**config.mk**
```make
export PLATFORM = sky130hd
export DESIGN_NAME = angle_wrap_pid_step
export DESIGN_NICKNAME = d
export VERILOG_FILES = /design/src/hdl/awp_pkg.sv /design/src/hdl/awp_err_wrap.sv /design/src/hdl/awp_pid_core.sv /design/src/hdl/angle_wrap_pid_step.sv
export VERILOG_INCLUDE_DIRS = /design/src /design/src/hdl
export SDC_FILE = /design/constraint.sdc
export NUM_CORES = 2
export LEC_CHECK = 0
export BUFFER_PORTS_ARGS = -buffer_cell sky130_fd_sc_hd__clkbuf_2
export CAP_MARGIN = 20
export CORE_MARGIN = 2
export CORE_UTILIZATION = 40
export CTS_BUF_LIST = sky130_fd_sc_hd__clkbuf_8 sky130_fd_sc_hd__clkbuf_16
export DETAILED_ROUTE_END_ITERATION = 8
export PLACE_DENSITY = 0.64
export REMOVE_ABC_BUFFERS = 1
export SYNTH_ARGS = -nofsm -noshare
export SYNTH_HDL_FRONTEND = slang
export SYNTH_SLANG_ARGS = --single-unit
```
**constraint.sdc**
```tcl
create_clock -name clk_i -period 19.7 [get_ports clk_i]
set_input_delay 0.985 -clock clk_i [delete_from_list [all_inputs] [get_ports clk_i]]
set_output_delay 0.985 -clock clk_i [all_outputs]
set_load 0.01 [all_outputs]
```
**src/hdl/angle_wrap_pid_step_macros.svh**
```systemverilog
// assertion macros shared by the angle-wrap pid step rtl
`ifndef ANGLE_WRAP_PID_STEP_MACROS_SVH
`define ANGLE_WRAP_PID_STEP_MACROS_SVH

// clocked check, off while reset is asserted
`define AWP_ASSERT(lbl, prop, msg) \
  lbl: assert property (@(posedge clk_i) disable iff (!rst_ni) prop) else $error(msg);

// clocked check that also holds during reset
`define AWP_ASSERT_ALWAYS(lbl, prop, msg) \
  lbl: assert property (@(posedge clk_i) prop) else $error(msg);

`endif

```
**src/hdl/awp_pkg.sv**
```systemverilog
// shared types and constants for the angle-wrap pid step
package awp_pkg;

  localparam int ANGLE_W     = 19;
  localparam int RATE_W      = 24;
  localparam int GAIN_W      = 24;
  localparam int LIMIT_W     = 31;
  localparam int DRIVE_W     = 32;
  localparam int ERR_W       = 19;
  localparam int DIFF_W      = 20;
  localparam int INTEG_W     = 32;
  localparam int FRAC_W      = 16;
  localparam int CFG_IDX_W   = 3;
  localparam int CFG_DATA_W  = 31;
  localparam int IN_TDATA_W  = 64;
  localparam int OUT_TDATA_W = 56;

  // pi and 2*pi in q4.16
  localparam logic signed [DIFF_W-1:0] PI_Q     = 20'sd205887;
  localparam logic signed [DIFF_W-1:0] NEG_PI_Q = -20'sd205887;
  localparam logic signed [DIFF_W-1:0] TWO_PI_Q = 20'sd411775;

  localparam logic [GAIN_W-1:0]  GAIN_P_RST         = 24'd524288;
  localparam logic [GAIN_W-1:0]  GAIN_I_RST         = 24'd327680;
  localparam logic [GAIN_W-1:0]  GAIN_D_RST         = 24'd0;
  localparam logic [LIMIT_W-1:0] INTEGRAL_LIMIT_RST = 31'd0;
  localparam logic [LIMIT_W-1:0] OUTPUT_LIMIT_RST   = 31'd655360;

  typedef enum logic [CFG_IDX_W-1:0] {
    REG_GAIN_P         = 3'd0,
    REG_GAIN_I         = 3'd1,
    REG_GAIN_D         = 3'd2,
    REG_INTEGRAL_LIMIT = 3'd3,
    REG_OUTPUT_LIMIT   = 3'd4
  } cfg_reg_e;

  typedef struct packed {
    logic [GAIN_W-1:0]  gain_p;
    logic [GAIN_W-1:0]  gain_i;
    logic [GAIN_W-1:0]  gain_d;
    logic [LIMIT_W-1:0] integral_limit;
    logic [LIMIT_W-1:0] output_limit;
  } cfg_t;

endpackage

```
**src/hdl/awp_err_wrap.sv**
```systemverilog
// angle error, target minus measured, wrapped once into plus or minus pi
module awp_err_wrap (
  input  logic signed [awp_pkg::ANGLE_W-1:0] measured_i,
  input  logic signed [awp_pkg::ANGLE_W-1:0] target_i,
  output logic signed [awp_pkg::ERR_W-1:0]   error_o
);

  logic signed [awp_pkg::DIFF_W-1:0] diff;
  logic signed [awp_pkg::DIFF_W-1:0] wrapped;

  assign diff = awp_pkg::DIFF_W'(target_i) - awp_pkg::DIFF_W'(measured_i);

  always_comb begin
    if (diff > awp_pkg::PI_Q) begin
      wrapped = diff - awp_pkg::TWO_PI_Q;
    end else if (diff < awp_pkg::NEG_PI_Q) begin
      wrapped = diff + awp_pkg::TWO_PI_Q;
    end else begin
      wrapped = diff;
    end
  end

  // one correction always lands inside 19 bits
  assign error_o = wrapped[awp_pkg::ERR_W-1:0];

endmodule

```
**src/hdl/awp_pid_core.sv**
```systemverilog
// p, i and d products, clamped integral update and clamped output sum
module awp_pid_core (
  input  awp_pkg::cfg_t                      cfg_i,
  input  logic signed [awp_pkg::ERR_W-1:0]   error_i,
  input  logic signed [awp_pkg::RATE_W-1:0]  rate_i,
  input  logic signed [awp_pkg::INTEG_W-1:0] integral_i,
  output logic signed [awp_pkg::INTEG_W-1:0] integral_o,
  output logic signed [awp_pkg::DRIVE_W-1:0] drive_o
);

  localparam int PE_W  = awp_pkg::GAIN_W + 1 + awp_pkg::ERR_W;   // gain times error
  localparam int PD_W  = awp_pkg::GAIN_W + 1 + awp_pkg::RATE_W;  // gain times rate
  localparam int TE_W  = PE_W - awp_pkg::FRAC_W;
  localparam int TD_W  = PD_W - awp_pkg::FRAC_W;
  localparam int IS_W  = awp_pkg::INTEG_W + 1;
  localparam int TOT_W = IS_W + 2;

  logic signed [PE_W-1:0]  p_prod;
  logic signed [PE_W-1:0]  i_prod;
  logic signed [PD_W-1:0]  d_prod;
  logic signed [TE_W-1:0]  p_term;
  logic signed [TE_W-1:0]  i_term;
  logic signed [TD_W-1:0]  d_term;
  logic signed [IS_W-1:0]  isum_raw;
  logic signed [IS_W-1:0]  isum_lim;
  logic signed [IS_W-1:0]  isum;
  logic signed [TOT_W-1:0] total_raw;
  logic signed [TOT_W-1:0] total_lim;
  logic signed [TOT_W-1:0] total;

  assign p_prod = $signed({1'b0, cfg_i.gain_p}) * error_i;
  assign i_prod = $signed({1'b0, cfg_i.gain_i}) * error_i;
  assign d_prod = $signed({1'b0, cfg_i.gain_d}) * rate_i;

  // arithmetic shift right by the fraction width, rounds toward minus infinity
  assign p_term = p_prod[PE_W-1:awp_pkg::FRAC_W];
  assign i_term = i_prod[PE_W-1:awp_pkg::FRAC_W];
  assign d_term = d_prod[PD_W-1:awp_pkg::FRAC_W];

  assign isum_raw = IS_W'(integral_i) + IS_W'(i_term);
  assign isum_lim = $signed({{(IS_W-awp_pkg::LIMIT_W){1'b0}}, cfg_i.integral_limit});

  always_comb begin
    if (isum_raw > isum_lim) begin
      isum = isum_lim;
    end else if (isum_raw < -isum_lim) begin
      isum = -isum_lim;
    end else begin
      isum = isum_raw;
    end
  end

  assign integral_o = isum[awp_pkg::INTEG_W-1:0];

  assign total_raw = TOT_W'(p_term) + TOT_W'(isum) + TOT_W'(d_term);
  assign total_lim = $signed({{(TOT_W-awp_pkg::LIMIT_W){1'b0}}, cfg_i.output_limit});

  always_comb begin
    if (total_raw > total_lim) begin
      total = total_lim;
    end else if (total_raw < -total_lim) begin
      total = -total_lim;
    end else begin
      total = total_raw;
    end
  end

  assign drive_o = total[awp_pkg::DRIVE_W-1:0];

endmodule

```
**src/hdl/angle_wrap_pid_step.sv**
```systemverilog
// angle-loop pid step: input register, single-pass pid datapath, result register
//
// usage
//   slave stream carries one sample per transaction: measured angle, target
//   angle (q3.16) and a derivative term (q8.16), all signed. master stream
//   returns the clamped drive and the wrapped error for every sample, in order.
//   gains and limits are written through the plain write port while the
//   block is idle; an unknown register index is ignored.
// pipeline and throughput
//   a sample is held in the input register, the whole pid step is
//   worked out in the cycle that moves it to the result register, and the
//   result register drives the master stream. one sample per cycle is
//   sustained while m_axis_tready stays high; the integral accumulator is
//   updated on the same edge that loads the result register, which lets
//   the next sample follow at once.
// reset
//   gains and limits return to their defaults, the integral sum clears and
//   both pipeline registers are emptied.
// stall
//   while the receiver holds tready low the result is held; one more sample
//   is taken into the input register if it is empty, then s_axis_tready drops.
module angle_wrap_pid_step (
  input  logic                                 clk_i,
  input  logic                                 rst_ni,
  // sample stream
  input  logic                                 s_axis_tvalid,
  output logic                                 s_axis_tready,
  // measured_angle [18:0], target_angle [37:19], rate_term [61:38], zero fill
  input  logic [awp_pkg::IN_TDATA_W-1:0]       s_axis_tdata,
  // result stream
  output logic                                 m_axis_tvalid,
  input  logic                                 m_axis_tready,
  // drive [31:0], wrapped_error [50:32], zero fill
  output logic [awp_pkg::OUT_TDATA_W-1:0]      m_axis_tdata,
  // configuration writes
  input  logic                                 cfg_we_i,
  input  logic [awp_pkg::CFG_IDX_W-1:0]        cfg_index_i,
  input  logic [awp_pkg::CFG_DATA_W-1:0]       cfg_data_i
);

  `include "angle_wrap_pid_step_macros.svh"

  localparam int MEAS_LO = 0;
  localparam int TARG_LO = MEAS_LO + awp_pkg::ANGLE_W;
  localparam int RATE_LO = TARG_LO + awp_pkg::ANGLE_W;
  localparam int OUT_PAD = awp_pkg::OUT_TDATA_W - awp_pkg::DRIVE_W - awp_pkg::ERR_W;

  // configuration registers
  awp_pkg::cfg_t cfg_q, cfg_d;

  always_comb begin
    cfg_d = cfg_q;
    if (cfg_we_i) begin
      case (awp_pkg::cfg_reg_e'(cfg_index_i))
        awp_pkg::REG_GAIN_P:         cfg_d.gain_p = cfg_data_i[awp_pkg::GAIN_W-1:0];
        awp_pkg::REG_GAIN_I:         cfg_d.gain_i = cfg_data_i[awp_pkg::GAIN_W-1:0];
        awp_pkg::REG_GAIN_D:         cfg_d.gain_d = cfg_data_i[awp_pkg::GAIN_W-1:0];
        awp_pkg::REG_INTEGRAL_LIMIT: cfg_d.integral_limit = cfg_data_i;
        awp_pkg::REG_OUTPUT_LIMIT:   cfg_d.output_limit = cfg_data_i;
        default: ;
      endcase
    end
  end

  always_ff @(posedge clk_i or negedge rst_ni) begin
    if (!rst_ni) begin
      cfg_q.gain_p         <= awp_pkg::GAIN_P_RST;
      cfg_q.gain_i         <= awp_pkg::GAIN_I_RST;
      cfg_q.gain_d         <= awp_pkg::GAIN_D_RST;
      cfg_q.integral_limit <= awp_pkg::INTEGRAL_LIMIT_RST;
      cfg_q.output_limit   <= awp_pkg::OUTPUT_LIMIT_RST;
    end else begin
      cfg_q <= cfg_d;
    end
  end

  // pipeline control: the input register drains whenever the result
  // register is empty or being emptied this cycle
  logic in_valid_q, in_valid_d;
  logic out_valid_q, out_valid_d;
  logic out_free;
  logic advance;
  logic s_accept;

  assign out_free      = !out_valid_q || m_axis_tready;
  assign advance       = in_valid_q && out_free;
  assign s_axis_tready = !in_valid_q || out_free;
  assign s_accept      = s_axis_tvalid && s_axis_tready;

  assign in_valid_d  = s_accept || (in_valid_q && !advance);
  assign out_valid_d = advance || (out_valid_q && !m_axis_tready);

  always_ff @(posedge clk_i or negedge rst_ni) begin
    if (!rst_ni) begin
      in_valid_q  <= 1'b0;
      out_valid_q <= 1'b0;
    end else begin
      in_valid_q  <= in_valid_d;
      out_valid_q <= out_valid_d;
    end
  end

  // input register payload
  logic signed [awp_pkg::ANGLE_W-1:0] meas_q, targ_q;
  logic signed [awp_pkg::RATE_W-1:0]  rate_q;

  always_ff @(posedge clk_i) begin
    if (s_accept) begin
      meas_q <= $signed(s_axis_tdata[MEAS_LO +: awp_pkg::ANGLE_W]);
      targ_q <= $signed(s_axis_tdata[TARG_LO +: awp_pkg::ANGLE_W]);
      rate_q <= $signed(s_axis_tdata[RATE_LO +: awp_pkg::RATE_W]);
    end
  end

  // datapath
  logic signed [awp_pkg::ERR_W-1:0]   err;
  logic signed [awp_pkg::INTEG_W-1:0] integral_q, integral_d;
  logic signed [awp_pkg::INTEG_W-1:0] integral_next;
  logic signed [awp_pkg::DRIVE_W-1:0] drive;

  awp_err_wrap u_err_wrap (
    .measured_i (meas_q),
    .target_i   (targ_q),
    .error_o    (err)
  );

  awp_pid_core u_pid_core (
    .cfg_i      (cfg_q),
    .error_i    (err),
    .rate_i     (rate_q),
    .integral_i (integral_q),
    .integral_o (integral_next),
    .drive_o    (drive)
  );

  // accumulator moves only with a transaction into the result register
  assign integral_d = advance ? integral_next : integral_q;

  always_ff @(posedge clk_i or negedge rst_ni) begin
    if (!rst_ni) begin
      integral_q <= '0;
    end else begin
      integral_q <= integral_d;
    end
  end

  // result register payload
  logic signed [awp_pkg::DRIVE_W-1:0] drive_q;
  logic signed [awp_pkg::ERR_W-1:0]   err_q;

  always_ff @(posedge clk_i) begin
    if (advance) begin
      drive_q <= drive;
      err_q   <= err;
    end
  end

  assign m_axis_tvalid = out_valid_q;
  assign m_axis_tdata  = {{OUT_PAD{1'b0}}, err_q, drive_q};

  // checks
  `AWP_ASSERT(a_integral_held, !advance |=> $stable(integral_q),
              "integral sum changed without a transaction")
  `AWP_ASSERT(a_integral_in_limit,
              advance |=> ((integral_q <= $signed({1'b0, $past(cfg_q.integral_limit)}))
                && (integral_q >= -$signed({1'b0, $past(cfg_q.integral_limit)}))),
              "integral sum left its clamp range")
  `AWP_ASSERT(a_advance_fills_out, advance |=> m_axis_tvalid,
              "result register not loaded after a transaction")
  `AWP_ASSERT_ALWAYS(a_ready_low_means_full,
              !s_axis_tready |-> (in_valid_q && out_valid_q && !m_axis_tready),
              "sample stream stalled with room in the pipeline")

endmodule
```
Yosys cells after proc, flatten, opt, wreduce, memory -nomap -nowiden. Cells that the tools add are included.

Register bits after elaboration: 281.

Order comparisons: 6. $mul: 3. Equal/unequal tests: 4. Add/subtract/negate cells: 8. Multiplexer cells: 6. Reductions and logical operators: 18.

Operators by type and width (number): 25-bit by 19-bit multiplier with 44-bit output (2); 33-bit two-way mux (2); 25-bit by 24-bit multiplier with 49-bit output (1); 19-bit two-way mux (2); 34-bit by 33-bit adder with 35-bit output (1); 35-bit by 32-bit > comparator with 1-bit output (1); 35-bit < comparator (1); 31-bit negator with 35-bit output (1); 28-bit by 33-bit adder with 34-bit output (1); 32-bit by 28-bit adder with 33-bit output (1); 33-bit by 32-bit > comparator with 1-bit output (1); 33-bit < comparator (1); 31-bit negator with 33-bit output (1); 32-bit two-way mux (1); 31-bit two-way mux (1); 20-bit by 19-bit > comparator with 1-bit output (second input constant) (1); 20-bit by 19-bit < comparator with 1-bit output (second input constant) (1); 19-bit by 19-bit subtractor with 20-bit output (1); 19-bit by 18-bit adder with 19-bit output (second input constant) (1); 19-bit by 18-bit subtractor with 19-bit output (second input constant) (1); 2-bit AND reduction (5); 3-bit by 2-bit == test with 1-bit output (second input constant) (2); 1-bit logical AND (4); 1-bit zero test (4); 4 further kinds (7).

Depth between registers and ports, before layout.
Depth after elaboration: 14. Gate-level depth with buffers: 102. Gate-level depth less buffers: 98.

By module. Synthesis repeated with hierarchy kept, for this count alone.

Cell total of the unflattened synthesis: 7420. Area, all modules: 69025.0 µm².

Modules (own cells, without submodules): awp_pid_core (seq. area each 0.0 µm², cells each 6644, area each 57193.6 µm², times used 1); angle_wrap_pid_step (seq. area each 7603.5 µm², cells each 483, area each 9753.1 µm², times used 1); awp_err_wrap (seq. area each 0.0 µm², cells each 293, area each 2078.2 µm², times used 1).

Worst setup path before layout. No wires, ideal clock.

Path kind: reg-to-reg. Start: register targ_q[0] (netlist name). End: register drive_q[17] (netlist name) (data pin). Setup time: 265 ps. Path slack: -686 ps. Arrival: 20122 ps. Data required time: 19435 ps. Cell stages (with the launch flop): 94. Cell sequence: edfxtp_1 > inv_1 > ha_1 > inv_1 > fa_1 > a211oi_1 > o211ai_1 > a21oi_1 > a21oi_1 > xnor2_1 > nor3_1 > a221oi_1 > nor2_1 > nor2_1 > nand3_1 > o22ai_1 > xnor2_1 > clkbuf_1 > [... 58 more ...] > a21oi_1 > xnor2_1 > ha_1 > a21o_1 > a21oi_1 > nor2b_1 > o21ai_0 > nand2b_1 > a21oi_1 > o21ai_0 > a2111oi_0 > o21ai_0 > o211ai_1 > a21o_1 > clkbuf_1 > clkbuf_1 > mux2i_1 > mux2i_1.

Longest elaborated chain between the ends: 14.

RTL lines: start: declaration (RTL line angle_wrap_pid_step.sv:104) `logic signed [awp_pkg::ANGLE_W-1:0] meas_q, targ_q;`; start signal: assignment (RTL line angle_wrap_pid_step.sv:110) `targ_q <= $signed(s_axis_tdata[TARG_LO +: awp_pkg::ANGLE_W]);`; 19-bit by 19-bit subtractor with 20-bit output * (RTL line awp_err_wrap.sv:11) `assign diff = awp_pkg::DIFF_W'(target_i) - awp_pkg::DIFF_W'(measured_i);`; 19-bit by 18-bit adder with 19-bit output or 20-bit by 19-bit < comparator with 1-bit output (tied branches) (RTL line awp_err_wrap.sv:17, awp_err_wrap.sv:16); 19-bit two-way mux (RTL line awp_err_wrap.sv:16) `end else if (diff < awp_pkg::NEG_PI_Q) begin`; 19-bit two-way mux * (RTL line awp_err_wrap.sv:14) `if (diff > awp_pkg::PI_Q) begin`; 25-bit by 19-bit multiplier with 44-bit output * (RTL line awp_pid_core.sv:32) `assign i_prod = $signed({1'b0, cfg_i.gain_i}) * error_i;`; 32-bit by 28-bit adder with 33-bit output * (RTL line awp_pid_core.sv:40) `assign isum_raw = IS_W'(integral_i) + IS_W'(i_term);`; 33-bit < comparator (RTL line awp_pid_core.sv:46) `end else if (isum_raw < -isum_lim) begin`; 33-bit two-way mux (RTL line awp_pid_core.sv:46); 33-bit two-way mux * (RTL line awp_pid_core.sv:44) `if (isum_raw > isum_lim) begin`; named net integral_next (one bit) (RTL line angle_wrap_pid_step.sv:118) `logic signed [awp_pkg::INTEG_W-1:0] integral_next;`; 28-bit by 33-bit adder with 34-bit output * (RTL line awp_pid_core.sv:55) `assign total_raw = TOT_W'(p_term) + TOT_W'(isum) + TOT_W'(d_term);`; 34-bit by 33-bit adder with 35-bit output * (RTL line awp_pid_core.sv:55); 35-bit < comparator (RTL line awp_pid_core.sv:61) `end else if (total_raw < -total_lim) begin`; 32-bit two-way mux (RTL line awp_pid_core.sv:61); 31-bit two-way mux * (RTL line awp_pid_core.sv:59) `if (total_raw > total_lim) begin`; named net drive (one bit) (RTL line angle_wrap_pid_step.sv:119) `logic signed [awp_pkg::DRIVE_W-1:0] drive;`; end signal: assignment (RTL line angle_wrap_pid_step.sv:153) `drive_q <= drive;`; end: declaration (RTL line angle_wrap_pid_step.sv:148) `logic signed [awp_pkg::DRIVE_W-1:0] drive_q;`.

Mark *: on every way through the listed nets, which the timed path passes. The rest lies on a longest branch. A chain may end at the register's enable or synchronous reset.

Final worst setup path.
Start: register targ_q[0] (netlist name). End: register drive_q[16] (netlist name) (data pin).

The elaborated chain is that of the path after synthesis.

==> flow_summary.yaml <==
outcome:
  status: "finished, final reports clean"
worst_setup_path:
  cp_max_fo: 11
  cpPeakStageDelay_ps: 600
  cp_top_family: "adder cells"
  path_class: "reg -> reg"
  worstPathArrival_ps: 19970
  crit_required_ps: 20060
  setup.worst_path.end_class: "flop"
  crit_slowest_cell: "or4_4"
  crit_buf_inv: 19
  crit_path_start_kind: "flop"
logic_synthesis:
  avgSynthCellArea_um2: 9.14
  seq_area_frac_synth: 0.110
  synth_most_common_cell: "inv_1"
  synth_top_area_frac: 0.367
  synth_ff_type: "dfrtp_1"
  ys_seq_elements: 281
  syn_area_mm2: 0.0688
  synth_edf_count: 113
  yosysTopAreaCell: "fa_1"
  synth_cell_types: 79
  netlist_instances: 7529
  async_reset_ff_frac: 0.598
  synth_area_leaders: "fa_1 37%, ha_1 14%, inv_1 8.0%"
  synth_commonest_cells: "1468 x inv_1, 1261 x fa_1, 1074 x nand2_1, 747 x ha_1, 520 x and2_1"
  yosys_warnings: 0
die:
  rows: 152
  die_h_um: 419
  ios: 161
  dieArea_mm2: 0.175
  initial_utilization: 0.402
  core_area_mm2: 0.171
  die-width_um: 419
cts:
  htree_num_levels: 2
  clockBufferDepth: 3
  cts.clk_slew.worst_paths_ps: 60
  cts.sinks: 281
  clock_latency_ps: 640
  numCtsBuffers: 38
  tritoncts: "built"
  cts_hold_buf: 0
  root_buffer: "clkbuf_16"
finish:
  fin_nets: 10221
  final_area_mm2: 0.0804
  syn_to_final_growth_pct: 16.8
  drive_gt1_frac: 0.175
timing:
  finalCriticalPeriod_ps: 19610
  hold_violations: 0
  finalCritPeriodShare: 0.995
  clock_skew_ps: 51.2
  tightest_slew_ps: 1120
  whs_ps: 404
  finalSetupTns_ps: 0
  finalSetupViolations: 0
  fmax_ghz: 0.0510
  rsz0062_at_grt: "yes"
  relSlewSlack: 0.251
  layout_setup_ws_ps: 92.7
  slew_viol_final: 0
flow_run:
  cap_viol_max_count: 0
route:
  drt-initial-drc-count: 3420
  first_pass_iters: 7
  num_vias: 54972
  wl_per_cell_um: 20.3
  via_per_inst: 5.25
  drt_wl_total_um: 213000
  drc: 0
  drtAntennaViolNets: 0
place:
  placed_area_mm2: 0.0764
  pre_cts_ws_ps: -1480
  io_buffers: 153
  gp_congestion: 0.913
  hpwl_um: 165000
global_routing:
  grt_max_degree: 70
  first_global_vias: 58267
  grt_overflow_total: 0
  grt_first_pass_wirelength_um: 331000
  track_usage: 0.244
  grt_antenna_before_repair: 15
worst_hold_path:
  hp-class: "in -> async"
-- cell usage in the layout (no fill, tap or decap), types with 26 or more instances in the layout --
master and instances:
nor3_1 56, clkbuf_2 152, nand2b_1 99, fa_1 1246, a21oi_1 145, xor2_1 43, buf_4 673, xnor2_1 140
a21o_1 125, ha_1 725, clkbuf_16 45, nand4_1 44, o21ai_0 109, o21a_1 39, a21oi_2 45, mux2i_1 54
dfrtp_1 163, inv_1 1448, nor2_1 163, and3_1 28, o21bai_1 26, mux2_2 133, and2_1 510, edfxtp_1 113
buf_6 34, nand2_1 1059, nor2b_1 47, nand3_1 87, o21ai_1 31
-- per-stage QoR --
| step | instances | utilization |
|---|---|---|
| after floorplan | 7180 | - |
| after global placement | 10301 | 0.446 |
| after detailed placement | 10302 | 0.446 |
| after CTS | 10395 | 0.458 |
| after global routing | 10454 | 0.469 |
| final | 10463 | 0.469 |
-- layout make-up --
cell class | instances | area [µm²]
inverters | 1468 | 5520
multi-input cells | 5432 | 56300
flip-flops and latches | 281 | 7600
clock inverters | 31 | 327
clock buffers | 38 | 951
repair buffers | 889 | 6780
well taps | 2310 | 2890
fillers | 16147 | 91000
diodes | 14 | 35.0
-- worst paths after layout --
kind                            start       endpoint  slack (ps)  cells after the start
max                         targ_q[0]    drive_q[16]          90                     89
max in group asynchronous      rst_ni     cfg_q[113]       17880                      2
max reg2reg                 targ_q[0]    drive_q[16]          90                     89
min                            rst_ni      cfg_q[88]         400                      1
min in group clk_i         in_valid_q  m_axis_tvalid         490                      1
min reg2reg                in_valid_q  m_axis_tvalid         490                      1
-- logic make-up after synthesis --
family	synth area share
flip-flops	0.110
adder cells (fa/ha/maj)	0.503
other	0.0000545
AO/OA/AOI/OAI	0.0699
AND/OR/NAND/NOR	0.159
XOR/XNOR	0.0281
multiplexers	0.0301
buffers and inverters	0.0999
-- layer usage --
layer	wire length (µm)	track usage
met1	85800	0.314
met5	42	0
met4	9440	0.0951
met3	14500	0.0329
met2	103000	0.416
-- timing repair --
action | CTS | global route
pin swaps | 70 | 178
gates cloned | 3 | 9
setup endpoints to repair | 32 | 32
buffers inserted | 21 | 52
resized for setup | 138 | 320
-- state kept, by name, summed over array words and instances, names as in the netlist --
| signal | count |
|---|---|
| drive_q | 32 |
| meas_q | 19 |
| in_valid_q | 1 |
| rate_q | 24 |
| integral_q | 32 |
| targ_q | 19 |
| m_axis_tvalid | 1 |
| cfg_q | 134 |
| err_q | 19 |
Power is left out: the tool's default activity adds up to more than one toggle a clock period on the data nets, which glitch-free logic cannot reach.
